--- config.mk ---
export PLATFORM = sky130hd
export DESIGN_NAME = array_bst_insert_traverse
export DESIGN_NICKNAME = d
export VERILOG_FILES = /design/src/sv/abst_pkg.sv /design/src/sv/abst_ram.sv /design/src/sv/array_bst_insert_traverse.sv
export SDC_FILE = /design/constraint.sdc
export NUM_CORES = 2
export LEC_CHECK = 0
export BUFFER_PORTS_ARGS = -buffer_cell sky130_fd_sc_hd__buf_2
export CELL_PAD_IN_SITES_DETAIL_PLACEMENT = 1
export CELL_PAD_IN_SITES_GLOBAL_PLACEMENT = 2
export CORE_AREA = 8 8 486 488
export DETAILED_ROUTE_END_ITERATION = 16
export DIE_AREA = 0 0 494 496
export PLACE_DENSITY_LB_ADDON = 0.2
export SYNTH_ARGS = -nofsm -noshare
export SYNTH_HDL_FRONTEND = slang
export SYNTH_SLANG_ARGS = --single-unit
--- constraint.sdc ---
create_clock -name clk -period 7 [get_ports clk]
set_input_delay 1.4 -clock clk [delete_from_list [all_inputs] [get_ports clk]]
set_output_delay 1.4 -clock clk [all_outputs]
set_load 0.05 [all_outputs]
--- src/sv/abst_pkg.sv ---
// Shared constants for the array-based binary search tree block.
package abst_pkg;

  localparam int KEY_W = 32;

  // Item opcodes
  localparam logic [2:0] MODE_INSERT = 3'd0;
  localparam logic [2:0] MODE_IN     = 3'd1;
  localparam logic [2:0] MODE_PRE    = 3'd2;
  localparam logic [2:0] MODE_POST   = 3'd3;
  localparam logic [2:0] MODE_LEVEL  = 3'd4;

  // Result status codes
  localparam logic [1:0] ST_INSERTED = 2'd0;
  localparam logic [1:0] ST_FULL     = 2'd1;
  localparam logic [1:0] ST_KEY      = 2'd2;
  localparam logic [1:0] ST_EMPTY    = 2'd3;

endpackage

--- src/sv/abst_ram.sv ---
// Simple dual-port synchronous RAM, one write and one registered read port.
module abst_ram #(
  parameter int W     = 32,
  parameter int DEPTH = 32
) (
  input  logic                     clk,
  input  logic                     we,
  input  logic [$clog2(DEPTH)-1:0] waddr,
  input  logic [W-1:0]             wdata,
  input  logic [$clog2(DEPTH)-1:0] raddr,
  output logic [W-1:0]             rdata
);

  logic [W-1:0] mem [DEPTH];

  always_ff @(posedge clk) begin
    if (we) begin
      mem[waddr] <= wdata;
    end
    rdata <= mem[raddr];
  end

endmodule

--- src/sv/array_bst_insert_traverse.sv ---
// Top level: binary search tree in a node table, with insert and four traversals.
//
// Usage: drive mode and key and raise start; the beat is taken at a rising edge
// where start is high and busy is low. Results come out on status, out_key and
// last, each present for exactly one cycle while valid is high; there is no
// backpressure, the receiver must take every result. last marks the final
// result of an item.
// Insert: one result (inserted or table full). The walk from the root visits
// one node per cycle; a first node into an empty table or a full table is
// answered straight from idle. Traversal: one result per stored key, or one
// "empty" result. Node visits go through the registered node memory read.
// Post-order first collects keys in reverse into a buffer (pre-order walk)
// and then plays them out one per cycle after an address state. Unused modes
// are taken and give no result.
// busy stays high from the beat until the cycle that carries the last result.
// Reset (rst, synchronous) empties the tree: besides state and valid, only the
// node count is cleared. No clearing pass is needed since slots at or above the
// count are never read and a new node's links are written null when inserted.
module array_bst_insert_traverse #(
  parameter int NODES = 32
) (
  input  logic               clk,
  input  logic               rst,
  input  logic               start,
  output logic               busy,
  input  logic [2:0]         mode,
  input  logic signed [31:0] key,
  output logic               valid,
  output logic [1:0]         status,
  output logic signed [31:0] out_key,
  output logic               last
);

  import abst_pkg::*;

  localparam int IW = $clog2(NODES);      // slot index
  localparam int CW = $clog2(NODES + 1);  // counts up to NODES
  localparam int DW = KEY_W + 2 * IW;     // node word: {key, left, right}

  typedef enum logic [3:0] {
    S_IDLE,
    S_INS,       // insert walk, node data for cur present
    S_IN_GO,     // in-order descend left
    S_IN_EMIT,   // in-order emit popped node
    S_POP,       // stack/queue data present, fetch node
    S_PRE,       // pre/post-order visit
    S_LVL,       // level-order visit, push left
    S_LVL_R,     // level-order push right, dequeue
    S_REV_ADDR,  // post-order playback: first address
    S_REV_OUT    // post-order playback
  } state_t;

  state_t state;

  // control registers
  logic [CW-1:0] cnt;   // node_count
  logic [CW-1:0] k;     // keys emitted in this item
  logic [CW-1:0] sp;    // stack top / queue tail
  logic [CW-1:0] head;  // queue head
  logic [IW-1:0] cur;
  logic [IW-1:0] slot;
  logic [IW-1:0] rsave;
  logic [2:0]    md;
  logic signed [KEY_W-1:0] ins_key;

  // memory ports
  logic          node_we;
  logic [IW-1:0] node_waddr, node_raddr;
  logic [DW-1:0] node_wdata, node_rd;
  logic          stk_we;
  logic [IW-1:0] stk_waddr, stk_raddr, stk_wdata, stk_rd;
  logic          rev_we;
  logic [IW-1:0] rev_waddr, rev_raddr;
  logic [KEY_W-1:0] rev_wdata, rev_rd;

  abst_ram #(.W(DW), .DEPTH(NODES)) u_node (
    .clk(clk), .we(node_we), .waddr(node_waddr), .wdata(node_wdata),
    .raddr(node_raddr), .rdata(node_rd)
  );

  abst_ram #(.W(IW), .DEPTH(NODES)) u_stack (
    .clk(clk), .we(stk_we), .waddr(stk_waddr), .wdata(stk_wdata),
    .raddr(stk_raddr), .rdata(stk_rd)
  );

  abst_ram #(.W(KEY_W), .DEPTH(NODES)) u_rev (
    .clk(clk), .we(rev_we), .waddr(rev_waddr), .wdata(rev_wdata),
    .raddr(rev_raddr), .rdata(rev_rd)
  );

  // node word fields
  logic signed [KEY_W-1:0] nd_key;
  logic [IW-1:0] nd_left, nd_right;
  assign nd_key   = node_rd[DW-1 -: KEY_W];
  assign nd_left  = node_rd[2*IW-1:IW];
  assign nd_right = node_rd[IW-1:0];

  logic          accept, full, greater, last_emit;
  logic [IW-1:0] ins_child, pre_a, pre_b;
  logic [CW-1:0] sp_dec, k_inc, rev_pos;

  assign accept    = start && !busy;
  assign full      = (cnt == CW'(NODES));
  assign greater   = ins_key > nd_key;
  assign ins_child = greater ? nd_right : nd_left;
  assign last_emit = (k == cnt - CW'(1));
  assign sp_dec    = sp - CW'(1);
  assign k_inc     = k + CW'(1);
  assign rev_pos   = cnt - k - CW'(1);
  // pre-order pushes right and visits left next; post-order runs root-right-left
  assign pre_a     = (md == MODE_PRE) ? nd_right : nd_left;
  assign pre_b     = (md == MODE_PRE) ? nd_left : nd_right;
  assign busy      = (state != S_IDLE);

  // memory addressing; node reads are issued ahead of use through the registered read port
  always_comb begin
    node_we    = 1'b0;
    node_waddr = cur;
    node_wdata = node_rd;
    node_raddr = '0;
    stk_we     = 1'b0;
    stk_waddr  = sp[IW-1:0];
    stk_wdata  = cur;
    stk_raddr  = sp_dec[IW-1:0];
    rev_we     = 1'b0;
    rev_waddr  = rev_pos[IW-1:0];
    rev_wdata  = nd_key;
    rev_raddr  = '0;
    case (state)
      S_IDLE: begin
        // new node goes into the first free slot with null links
        if (accept && mode == MODE_INSERT && !full) begin
          node_we    = 1'b1;
          node_waddr = cnt[IW-1:0];
          node_wdata = {key, {IW{1'b0}}, {IW{1'b0}}};
        end
      end
      S_INS: begin
        if (ins_child == '0) begin
          node_we    = 1'b1;
          node_waddr = cur;
          node_wdata = greater ? {nd_key, nd_left, slot} : {nd_key, slot, nd_right};
        end else begin
          node_raddr = ins_child;
        end
      end
      S_IN_GO, S_IN_EMIT: begin
        if (state == S_IN_GO && nd_left != '0) begin
          stk_we     = 1'b1;
          node_raddr = nd_left;
        end else if (nd_right != '0) begin
          node_raddr = nd_right;
        end
      end
      S_POP: begin
        node_raddr = stk_rd;
      end
      S_PRE: begin
        rev_we = (md == MODE_POST);
        if (pre_b != '0) begin
          stk_we     = (pre_a != '0);
          stk_wdata  = pre_a;
          node_raddr = pre_b;
        end else if (pre_a != '0) begin
          node_raddr = pre_a;
        end
      end
      S_LVL: begin
        stk_we    = !last_emit && (nd_left != '0);
        stk_wdata = nd_left;
      end
      S_LVL_R: begin
        stk_raddr = head[IW-1:0];
        stk_wdata = rsave;
        if (head != sp) begin
          stk_we = (rsave != '0);
        end else begin
          node_raddr = rsave;
        end
      end
      S_REV_ADDR: begin
        rev_raddr = '0;
      end
      S_REV_OUT: begin
        rev_raddr = k_inc[IW-1:0];
      end
      default: begin
      end
    endcase
  end

  always_ff @(posedge clk) begin
    if (rst) begin
      state <= S_IDLE;
      valid <= 1'b0;
      cnt   <= '0;
    end else begin
      valid <= 1'b0;
      case (state)
        S_IDLE: begin
          if (accept) begin
            ins_key <= key;
            md      <= mode;
            k       <= '0;
            sp      <= '0;
            head    <= '0;
            cur     <= '0;
            status  <= ST_KEY;
            out_key <= '0;
            last    <= 1'b1;
            case (mode)
              MODE_INSERT: begin
                if (full) begin
                  valid  <= 1'b1;
                  status <= ST_FULL;
                end else begin
                  cnt  <= cnt + CW'(1);
                  slot <= cnt[IW-1:0];
                  if (cnt == '0) begin
                    valid  <= 1'b1;
                    status <= ST_INSERTED;
                  end else begin
                    state <= S_INS;
                  end
                end
              end
              MODE_IN, MODE_PRE, MODE_POST, MODE_LEVEL: begin
                if (cnt == '0) begin
                  valid  <= 1'b1;
                  status <= ST_EMPTY;
                end else if (mode == MODE_IN) begin
                  state <= S_IN_GO;
                end else if (mode == MODE_LEVEL) begin
                  state <= S_LVL;
                end else begin
                  state <= S_PRE;
                end
              end
              default: begin
              end
            endcase
          end
        end
        S_INS: begin
          if (ins_child == '0) begin
            valid   <= 1'b1;
            status  <= ST_INSERTED;
            out_key <= '0;
            last    <= 1'b1;
            state   <= S_IDLE;
          end else begin
            cur <= ins_child;
          end
        end
        S_IN_GO, S_IN_EMIT: begin
          if (state == S_IN_GO && nd_left != '0) begin
            sp  <= sp + CW'(1);
            cur <= nd_left;
          end else begin
            // no left child: push-then-pop of cur folds into a direct visit
            valid   <= 1'b1;
            status  <= ST_KEY;
            out_key <= nd_key;
            last    <= last_emit;
            k       <= k_inc;
            if (last_emit) begin
              state <= S_IDLE;
            end else if (nd_right != '0) begin
              cur   <= nd_right;
              state <= S_IN_GO;
            end else begin
              sp    <= sp_dec;
              state <= S_POP;
            end
          end
        end
        S_POP: begin
          cur <= stk_rd;
          if (md == MODE_IN) begin
            state <= S_IN_EMIT;
          end else if (md == MODE_LEVEL) begin
            state <= S_LVL;
          end else begin
            state <= S_PRE;
          end
        end
        S_PRE: begin
          valid   <= (md == MODE_PRE);
          status  <= ST_KEY;
          out_key <= nd_key;
          last    <= last_emit;
          k       <= k_inc;
          if (last_emit) begin
            if (md == MODE_PRE) begin
              state <= S_IDLE;
            end else begin
              k     <= '0;
              state <= S_REV_ADDR;
            end
          end else if (pre_b != '0) begin
            if (pre_a != '0) begin
              sp <= sp + CW'(1);
            end
            cur <= pre_b;
          end else if (pre_a != '0) begin
            cur <= pre_a;
          end else begin
            sp    <= sp_dec;
            state <= S_POP;
          end
        end
        S_LVL: begin
          valid   <= 1'b1;
          status  <= ST_KEY;
          out_key <= nd_key;
          last    <= last_emit;
          k       <= k_inc;
          if (last_emit) begin
            state <= S_IDLE;
          end else begin
            if (nd_left != '0) begin
              sp <= sp + CW'(1);
            end
            rsave <= nd_right;
            state <= S_LVL_R;
          end
        end
        S_LVL_R: begin
          if (head != sp) begin
            if (rsave != '0) begin
              sp <= sp + CW'(1);
            end
            head  <= head + CW'(1);
            state <= S_POP;
          end else begin
            // queue empty: the right child is next, skip the queue
            cur   <= rsave;
            state <= S_LVL;
          end
        end
        S_REV_ADDR: begin
          state <= S_REV_OUT;
        end
        S_REV_OUT: begin
          valid   <= 1'b1;
          status  <= ST_KEY;
          out_key <= rev_rd;
          last    <= last_emit;
          k       <= k_inc;
          if (last_emit) begin
            state <= S_IDLE;
          end
        end
        default: begin
          state <= S_IDLE;
        end
      endcase
    end
  end

  // node count never passes the table size
  a_cnt_range: assert property (@(posedge clk) disable iff (rst)
    cnt <= CW'(NODES))
    else $error("node count beyond table size");

  // a result ends the item exactly when the block goes idle
  a_last_idle: assert property (@(posedge clk) disable iff (rst)
    valid |-> (last == !busy))
    else $error("last flag and busy disagree");

  // an insert into a table with room adds exactly one node
  a_ins_count: assert property (@(posedge clk) disable iff (rst)
    (accept && mode == MODE_INSERT && !full) |=> (cnt == $past(cnt) + CW'(1)))
    else $error("insert did not bump node count");

  // stack or queue never holds more entries than nodes
  a_sp_range: assert property (@(posedge clk) disable iff (rst)
    busy |-> (sp <= cnt && head <= sp))
    else $error("walk stack pointer out of range");

endmodule
==> run_results.csv <==
group,metric,value,unit
clocking,cts_resized,0,
cells_and_area,fin_nets,7059,
floorplanning,die_x,494,um
worst_setup_path,r2r-start,"u_node.rdata[32]$_DFF_P_",
route,wl_per_cell,32.1,um
clocking,clk_latency,0.96,ns
synthesis,yosysWarnings,0,
worst_setup_path,critPathKind,"reg -> reg",
worst_setup_path,critPathMaxFanout,30,
clocking,clockBufferDepth,4,
global_route,grt_pass1_vias,65236,
synthesis,seq_area_frac_synth,74.0,%
clocking,cts-hold-fix-buffers,0,
cells_and_area,drive_gt1_share,12.8,%
synthesis,synth_flop_cell,"edfxtp_1",
route,vias,63502,
synthesis,synth_area_leader_cell,"edfxtp_1",
global_route,overflow,0,
clocking,htreeDepth,5,
route,wirelength,328,mm
global_route,track_usage,26.1,%
power,power.total,45.0,mW
worst_setup_path,cp.arrival,6.76,ns
hold_path,hp-start,"u_rev.rdata[8]$_DFF_P_",
sta,hold_viol_final,0,
worst_setup_path,worstPathCellList,"inv_1 -> ha_1 -> a21oi_1 -> nand2_1 -> a221oi_1 -> buf_4 -> o2111ai_1 -> or3_1 -> nand3_1 -> a21o_1 -> and2_4 -> buf_12 -> buf_4 -> mux2i_1 -> o22ai_1 -> o22ai_1",
worst_setup_path,regToRegSetupSlack,0.99,ns
route,drtIter0Drc,5966,
clocking,cts.sinks,2721,
synthesis,synth_top_cells_by_area,"edfxtp_1, mux2i_1, o211ai_1, dfxtp_1, a211oi_1",
outcome,status,"completed",
sta,rsz0062_at_grt,"no",
sta,setup_viol,0,
floorplanning,die_h,496,um
worst_setup_path,cp-end-kind,"flop",
sta,slew_headroom,4.78,%
synthesis,async_reset_ff_share,0,%
hold_path,whs_path_depth,1,
synthesis,synth_cell_types,79,
clocking,clkTransAtPathRegs,0.06,ns
sta,slew_violations,0,
cells_and_area,areaGrowthSynthToFinish,13.4,%
synthesis,synth_top_area_share,72.4,%
worst_setup_path,slowest_delay,0.87,ns
sta,period_needed,6.01,ns
worst_setup_path,cp_top_family,"compound AO/OA/AOI/OAI gates",
clocking,root_buffer,"clkbuf_16",
sta,finalCritPeriodShare,85.9,%
sta,fin_tns_setup,0,ns
floorplanning,rows,176,
synthesis,syn-cell-area,109000,sq um
power,pwr_density_cell,363,nW/um^2
route,dr.pass1.iters,6,
synthesis,synth_edf_count,2631,
run,drv_cap,0,
placed_design,routabilityCongestion,0.825,
worst_setup_path,worstPathRequired,7.75,ns
sta,fin_skew,0.0770,ns
floorplanning,die_area,245000,sq um
clocking,cts_tree,"yes",
worst_setup_path,cp-start-kind,"flop",
hold_path,hold_end,"out_key[8]$_DFFE_PP_",
floorplanning,ios,75,
synthesis,syn_inst,6791,
floorplanning,core-area,229000,sq um
synthesis,ys_ff_latch,2721,
route,route.detailed.drc,0,
hold_path,hold_class,"reg -> reg",
synthesis,syn_area_per_cell,16.1,sq um
power,power.leakage,45.1,nW
global_route,grt_antenna_before_repair,13,
floorplanning,initial_core_util,47.8,%
placed_design,dp_hpwl,191,mm
global_route,grt_max_degree,167,
power,vdd_ir_drop_max,334,uV
placed_design,portBuffers,74,
worst_setup_path,cp_num_buf_inv,4,
worst_setup_path,r2r_cells,16,
worst_setup_path,slowest_stage,"a221oi_1",
clocking,cts_made_buffers,300,
global_route,grt_pass1_wl,470,mm
route,ant_nets,0,
worst_setup_path,r2r-end,"u_node.rdata[40]$_DFF_P_",
route,via_per_inst,6.21,
synthesis,syn-num-nets,6874,
sta,fmax,166,MHz
clocking,cts_setup_buffers,0,
sta,tightest_slew,1.43,ns
-- layout by cell type, fill, tap and decap left out, types with 48 or more instances in the layout --
cell type / count
buf_2: 74
or3_1: 265
dfxtp_1: 90
o211ai_1: 320
nor2_1: 91
a211oi_1: 226
o22ai_1: 130
nand2_1: 404
inv_1: 48
clkbuf_16: 304
a22oi_1: 58
a21oi_1: 277
edfxtp_1: 2631
nor2_4: 69
and2_1: 87
a31oi_1: 128
mux2i_1: 937
buf_4: 233
nand3_1: 66
clkbuf_1: 69
-- registers in the layout (all words and copies together) (netlist names), 2 cells and up --
| name | count |
|---|---|
| md | 3 |
| u_node.rdata | 42 |
| u_rev.mem | 1024 |
| state | 4 |
| out_key | 32 |
| rsave | 5 |
| slot | 5 |
| u_stack.rdata | 5 |
| ins_key | 32 |
| u_node.mem | 1344 |
| cnt | 6 |
| head | 6 |
| cur | 5 |
| k | 6 |
| u_stack.mem | 160 |
| sp | 6 |
| status | 2 |
| u_rev.rdata | 32 |
-- Yosys cell counts, drive strengths merged (90+ instances only) --
cell,n
buf,132
clkbuf,331
o22ai,130
and2,135
nand2,410
a211oi,228
or3,265
dfxtp,90
nor2,160
o211ai,320
mux2i,937
a31oi,131
edfxtp,2631
a21oi,281
-- kinds of logic (layout without fill, tap and decap cells) --
family,Yosys count,after routing,synth area share [%]
XOR/XNOR,39,39,0.313
AO/OA/AOI/OAI,1364,1364,8.46
buffers and inverters,512,912,2.07
flip-flops,2721,2721,74.0
AND/OR/NAND/NOR,1123,1123,5.09
multiplexers,987,987,9.52
other,0,3,0
adder cells (fa/ha/maj),45,45,0.523
-- worst register-to-register path, cell delays in order (launching register included) --
cell and delay (ns):
dfxtp_1 0.43, inv_1 0.10, ha_1 0.32, a21oi_1 0.18
nand2_1 0.07, a221oi_1 0.87, buf_4 0.24, o2111ai_1 0.20
or3_1 0.52, nand3_1 0.14, a21o_1 0.31, and2_4 0.57
buf_12 0.36, buf_4 0.41, mux2i_1 0.24, o22ai_1 0.18
o22ai_1 0.66
-- worst max-delay path by stage --
stage | slack [ns] | depth (start not counted) | startpoint | end
floorplan | 1.47 | 13 | u_node.rdata[24]$_DFF_P_ | u_node.mem[16][0]$_DFFE_PP_
global placement | 1.19 | 16 | u_node.rdata[26]$_DFF_P_ | u_node.rdata[40]$_DFF_P_
detailed placement | 1.15 | 16 | u_node.rdata[32]$_DFF_P_ | u_node.rdata[40]$_DFF_P_
CTS | 1.12 | 16 | u_node.rdata[32]$_DFF_P_ | u_node.rdata[40]$_DFF_P_
global route | 0.92 | 16 | u_node.rdata[26]$_DFF_P_ | u_node.mem[17][22]$_DFFE_PP_
finish | 0.99 | 16 | u_node.rdata[32]$_DFF_P_ | u_node.rdata[40]$_DFF_P_
-- metal layers --
| metal | wire [um] | track usage, % | vias to the layer above | part of all wire, % |
|---|---|---|---|---|
| met5 | 27 | 0 | - | 0.0082 |
| met4 | 8530 | 6.71 | 4 | 2.6 |
| met3 | 21400 | 4.23 | 513 | 6.5 |
| met2 | 158000 | 43.5 | 2284 | 48 |
| met1 | 140000 | 36.2 | 33440 | 43 |
| li1 | - | - | 27261 | - |
-- metrics by stage --
| stage | cells | util [%] | hold WS, ns | instance area, sq um | worst slack, ns |
|---|---|---|---|---|---|
| after floorplan | 6791 | - | 0.435 | 109000 | 1.47 |
| after global placement | 9700 | 50.1 | 0.511 | 115000 | 1.19 |
| after detailed placement | 9700 | 50.1 | 0.519 | 115000 | 1.15 |
| after CTS | 10217 | 54.2 | 0.533 | 124000 | 1.12 |
| after global routing | 10219 | 54.2 | 0.562 | 124000 | 0.917 |
| final | 10220 | 54.2 | 0.533 | 124000 | 0.990 |
-- area by class of cell --
cell class	count	area [sq um]
Multi-Input combinational cell	3558	26900
Inverter	49	191
Clock inverter	122	1050
Timing Repair Buffer	346	2900
Clock buffer	395	8170
Fill cell	20935	105000
Antenna cell	3	7.51
Tap cell	3026	3790
Sequential cell	2721	80800
-- power breakdown --
group / total [mW] / switching (mW) / internal [mW]
Combinational: 9.22 / 6.73 / 2.49
Clock: 15.1 / 6.26 / 8.83
Sequential: 20.7 / 0.313 / 20.3
Note: power is estimated with default switching activity, not from simulation.
